==> src/design/assert_macros.svh <==
// ----------------------------------------------------------------------------
// assertion macros
// shared concurrent assertion forms for the set engine
// ----------------------------------------------------------------------------
`ifndef ASSERT_MACROS_SVH
`define ASSERT_MACROS_SVH

// property must hold at every clock outside reset
`define ASSERT_CLK(label, clk, rst, prop) \
  label: assert property (@(posedge clk) disable iff (rst) prop) \
    else $error("assertion failed");

// condition must never be true outside reset
`define ASSERT_NEVER(label, clk, rst, cond) \
  `ASSERT_CLK(label, clk, rst, !(cond))

`endif

==> src/design/sus_pkg.sv <==
// ----------------------------------------------------------------------------
// sus_pkg
// types and codes shared by the sorted set engine
// ----------------------------------------------------------------------------
package sus_pkg;

  localparam logic [1:0] OP_INSERT = 2'd0;
  localparam logic [1:0] OP_ERASE  = 2'd1;
  localparam logic [1:0] OP_READ   = 2'd2;

  localparam logic [1:0] ST_OK       = 2'd0;
  localparam logic [1:0] ST_NOCHANGE = 2'd1;
  localparam logic [1:0] ST_FULL     = 2'd2;
  localparam logic [1:0] ST_RANGE    = 2'd3;

  typedef struct packed {
    logic [1:0]  opcode;
    logic [31:0] vertex;
    logic [5:0]  rank;
  } cmd_t;

  typedef struct packed {
    logic [1:0]  status;
    logic [31:0] read_value;
    logic [6:0]  element_count;
  } rsp_t;

  typedef struct packed {
    logic ins_en;
    logic del_en;
  } cell_ctl_t;

  typedef enum logic {
    S_IDLE,
    S_EXEC
  } state_t;

endpackage

==> src/design/sus_cell.sv <==
// ----------------------------------------------------------------------------
// sus_cell
// one storage cell of the sorted row: compares, then shifts with neighbors
// ----------------------------------------------------------------------------
module sus_cell #(
  parameter int W   = 32,
  parameter int CW  = 7,
  parameter int IDX = 0
) (
  input  logic                 clk,
  input  logic                 capture,
  input  logic [W-1:0]         probe,
  input  logic [5:0]           rank,
  input  logic [CW-1:0]        count,
  input  logic [W-1:0]         key,
  input  sus_pkg::cell_ctl_t   ctl,
  input  logic                 prev_lt,
  input  logic [W-1:0]         prev_elem,
  input  logic [W-1:0]         next_elem,
  output logic [W-1:0]         elem,
  output logic                 lt,
  output logic                 eq,
  output logic [W-1:0]         rd
);

  logic occupied;
  logic hit;

  assign occupied = CW'(IDX) < count;
  assign hit      = (IDX < 64) && (6'(IDX) == rank);

  always_ff @(posedge clk) begin
    if (capture) begin
      lt <= occupied && (elem < probe);
      eq <= occupied && (elem == probe);
      rd <= hit ? elem : '0;
    end
  end

  always_ff @(posedge clk) begin
    if (ctl.ins_en) begin
      if (!lt) begin
        elem <= prev_lt ? key : prev_elem;
      end
    end else if (ctl.del_en) begin
      if (!lt) begin
        elem <= next_elem;
      end
    end
  end

endmodule

==> config.mk <==
export PLATFORM = sky130hd
export DESIGN_NAME = sus_cell
export DESIGN_NICKNAME = d
export VERILOG_FILES = /design/src/design/assert_macros.svh /design/src/design/sus_pkg.sv /design/src/design/sus_cell.sv
export SDC_FILE = /design/constraint.sdc
export NUM_CORES = 1
export LEC_CHECK = 0
export ABC_AREA = 1
export BUFFER_PORTS_ARGS = -buffer_cell sky130_fd_sc_hd__buf_2
export CAP_MARGIN = 40
export CORE_MARGIN = 1.5
export CORE_UTILIZATION = 45
export DETAILED_ROUTE_END_ITERATION = 10
export PLACE_DENSITY = 0.88
export SETUP_SLACK_MARGIN = 0.15
export SYNTH_ARGS = -nofsm -noshare
export SYNTH_HDL_FRONTEND = slang
export SYNTH_SLANG_ARGS = --single-unit
==> constraint.sdc <==
create_clock -name clk -period 4.28 [get_ports clk]
set_clock_uncertainty 0.15 [all_clocks]
set_input_delay 0.642 -clock clk [delete_from_list [all_inputs] [get_ports clk]]
set_output_delay 0.642 -clock clk [all_outputs]
set_load 0.02 [all_outputs]
**After elaboration in Yosys (flattened, before gate mapping)**

Index checks and enable logic that the tools add are counted.

- Register bits: 66
- Latch bits: 0
- Memory bits (writable): 0
- Bits in read-only memories: 0
- Input bits: 146
- Output and inout bits: 66
- Memories kept: 0

- $add $sub $neg: 0
- Multiply operators: 0
- Div/mod/pow operators: 0
- Order comparisons: 2
- Equal/unequal tests: 1
- Shifts and indexed selects: 0
- Mux-type cells: 5
- Bitwise gates (word level): 1
- Reduce and logical (&&, ||, !) cells: 5

Operator list:

| cell | count |
|---|---|
| 32-bit 2-to-1 mux | 5 |
| 32-bit == test | 1 |
| 32-bit less-than comparator | 1 |
| 1-bit by 7-bit less-than comparator with 1-bit output (first input constant) | 1 |
| 6-bit zero test | 1 |
| 1-bit logical AND | 2 |
| 2-bit AND reduction | 1 |
| 2-bit nonzero test | 1 |
| 1-bit inverter | 1 |

**Longest topological paths before layout**

- Depth after elaboration: 3
- Mapped depth: 12
- Depth with buffers taken out: 12

**Worst setup path after synthesis**

OpenSTA, ideal clock, no wires.

- Kind: in2reg
- From: in ctl[1] (netlist bit)
- To: reg elem[0], enable pin
- Library setup time: 0.421 ns
- Arrival time: 2.205 ns
- Data required time: 3.709 ns
- Slack: 1.503 ns
- Cell stages on the path: 3
- Cell sequence: clkbuf_2 > nor2_1 > nor2_1

- Word-level cells in the longest chain between the ends: 2

RTL lines:

| what | line | text |
|---|---|---|
| start, declared | sus_cell.sv:16 | `input sus_pkg::cell_ctl_t ctl,` |
| 2-bit nonzero test (no line) | -- |  |
| 2-bit AND reduction (no line) | -- |  |
| end signal, assigned | sus_cell.sv:43 | `elem <= prev_lt ? key : prev_elem;` |
| end signal, assigned | sus_cell.sv:47 | `elem <= next_elem;` |
| end, declared | sus_cell.sv:20 | `output logic [W-1:0] elem,` |

No other way between the ends.
A chain may end at the register's enable or synchronous reset.

**Worst setup path after layout**

- From: in ctl[1] (netlist bit)
- To: reg elem[12] (data pin)

- Word-level cells in the longest chain between the ends: 1

RTL lines:

| what | line | text |
|---|---|---|
| 32-bit 2-to-1 mux | sus_cell.sv:41 | `if (ctl.ins_en) begin` |

No other way between the ends.

==> results.toml <==
[run_status]
status = "finished clean"

[critical_path]
critPathLaunch = "ctl[1]"
critPathKind = "input port to register"
setup.worst_path.start_class = "input port"
critPathArrivalTime_ps = 1850
crit_fanout = 34
endpoint_kind = "register"
required_ps = 4190
r2r_start = "elem[31]$_DFFE_PP_"

[yosys]
yosysMostFrequentCell = "inv_1"
yosysUniqueCellTypes = 22
yosys-top-cells-count = "75 x inv_1, 66 x edfxtp_1, 66 x nand2_1"
synth_nets = 604
synth_edf_count = 66
yosysTopAreaCell = "edfxtp_1"
avgSynthCellArea_um2 = 9.09
synth_top_cell_area_share_pct = 51.2
seq_area_frac_synth_pct = 51.2
ys.warnings.count = 0
ys_ff_latch = 66
synth_flop_cell = "edfxtp_1"
ys_async_sr_fraction_pct = 0
synth_cells = 426
ys_top_cells_by_area = "edfxtp_1 51%, ha_1 10%, o21ai_0 8.1%, inv_1 7.3%, nand2_1 6.4%"
synth_area_um2 = 3870

[sta]
hold_viol = 0
rsz0062_at_grt = "false"
setup_viol = 0
maxSlewHeadroom_pct = 39.6
maxSlewViolCount = 0
period_share_pct = 45.5
worst_slew_pin_slew_ps = 905
setup-tns-final_ps = 0
finalCriticalPeriod_ps = 1950
clock.fmax_mhz = 514

[placed_design]
place_congestion = 0.893
dp.final_hpwl_um = 8870
port_buffers = 211
placed_cell_area_um2 = 5010

[worst_hold_path]
hold_class = "input port to register"
hold_start = "next_elem[0]"

[cts]
cts_sinks = 66
post_cts_resized = 0
cts_tree = "yes"
cts_root_buf = "clkbuf_8"
post_cts_buffers = 0
cts_buffers = 9
clockBufferDepth = 2
ctsHoldBuffers = 0
clkLatencyLatePin_ps = 330
cts-htree-levels = 3
clk_pin_slew_ps = 70

[pwr]
p_int_uw = 1100
p_comb_share_pct = 21.7
seqPwrFrac_pct = 51.2
peakVddDrop_mv = 0.145
power_density_nw_per_um2 = 301
clock_power_share_pct = 27.1
switching_share_pct = 29.3
p_leak_uw = 0.00268
switchingPower_uw = 458

[drt]
wl_um = 10800
wl_per_cell_um = 14.5
antenna_left = 0
vias = 3692
via_per_inst = 4.95
drt_iter0_markers = 156
route.detailed.drc = 0
drt_pass1_iterations = 4

[cells_and_area]
stdcell_area_um2 = 5180
drive_gt1_share_pct = 40.6
final_util_pct = 62.8
synthToLayoutAreaGrowth_pct = 33.8
finish.net_count = 814
antenna-diode-count = 0

[global_route]
grtUsageTotal_pct = 23.7
gr-total-overflow = 0
grt_pass1_wl_um = 16200
grt_max_degree = 35
grt_pass1_vias = 3563
antenna_found_initial = 0

[run]
maxCapViolCount = 0

[floorplanning]
fp-row-count = 33
start_util_pct = 46.9
die_h_um = 95.8
core_um2 = 8260
die_x_um = 95.8
io-pin-count = 212
die-area_um2 = 9170
## registers in the layout (all words and copies together) (netlist names)
name,flops
lt,1
elem,32
eq,1
rd,32
## per-layer routing
layer	share of wire, %	vias up	GRT usage [%]
li1	-	1812	-
met1	41	1668	30.2
met2	50	172	39.0
met3	5.3	40	3.40
met4	3.6	0	12.0
met5	0	-	0
## worst paths after layout
path,endpoint,slack (ps),cells after the start
worst max-delay path,elem[12]$_DFFE_PP_,2330,4
worst min-delay path,elem[0]$_DFFE_PP_,440,3
worst max register to register,lt$_DFFE_PP_,2470,8
worst min register to register,rd[16]$_SDFFCE_PP0P_,510,2
## power by group through the flow
stage          Clock, uW  Sequential, uW  Combinational (uW)
5_1_grt              455             803                 379
4_1_cts              431             798                 339
6_report             424             799                 339
2_1_floorplan          0             849                 138
3_3_place_gp           0             811                 321
3_5_place_dp           0             812                 337
## cell usage in the layout (no fill, tap or decap)
cell      Yosys  routed
a21o_1        1       1
a21oi_1      13      13
buf_16        0       1
buf_2         3     211
buf_4         0       1
buf_8         0       1
clkbuf_1      7       3
clkbuf_8      0       9
clkinv_1      0       1
clkinv_2      0       3
edfxtp_1     66      66
ha_1         32      32
inv_1        75      75
nand2_1      66      66
nand2_2       1       1
nand3_1       5       5
nand4_1       3       3
nor2_1       47      46
nor2_2       27      28
nor2_4        3       3
nor3_1        3       3
nor3_2        1       1
nor4_2        1       1
o21a_1        1       1
o21ai_0      63      63
o21ai_1       3       3
## worst max-delay path: stages
cell	delay, ps
buf_2	370
inv_1	540
nand2_1	160
o21ai_0	120
## kinds of logic after synthesis
| family | share of synthesized area [%] |
|---|---|
| buf+inv | 9.46 |
| flops | 51.2 |
| fa+ha+maj | 10.3 |
| simple gates | 18.4 |
| compound gates | 10.6 |
## area by class of cell
| class | count | area (um2) |
|---|---|---|
| inverter | 75 | 282 |
| tap | 105 | 131 |
| clock buffer | 12 | 135 |
| multi-input combinational | 270 | 1530 |
| timing repair buffer | 214 | 1110 |
| sequential | 66 | 1980 |
| clock inverter | 4 | 18.8 |
| fill | 746 | 3080 |
## through the flow
stage | instances | worst slack, ps | hold WS, ps | total power [uW]
finish | 746 | 2330 | 443 | 1560
global route | 746 | 2170 | 441 | 1640
CTS | 745 | 2270 | 428 | 1570
detailed placement | 729 | 1940 | 486 | 1150
global placement | 728 | 2070 | 475 | 1130
floorplan | 426 | 1500 | 566 | 987
(Power assumes the default switching activity.)
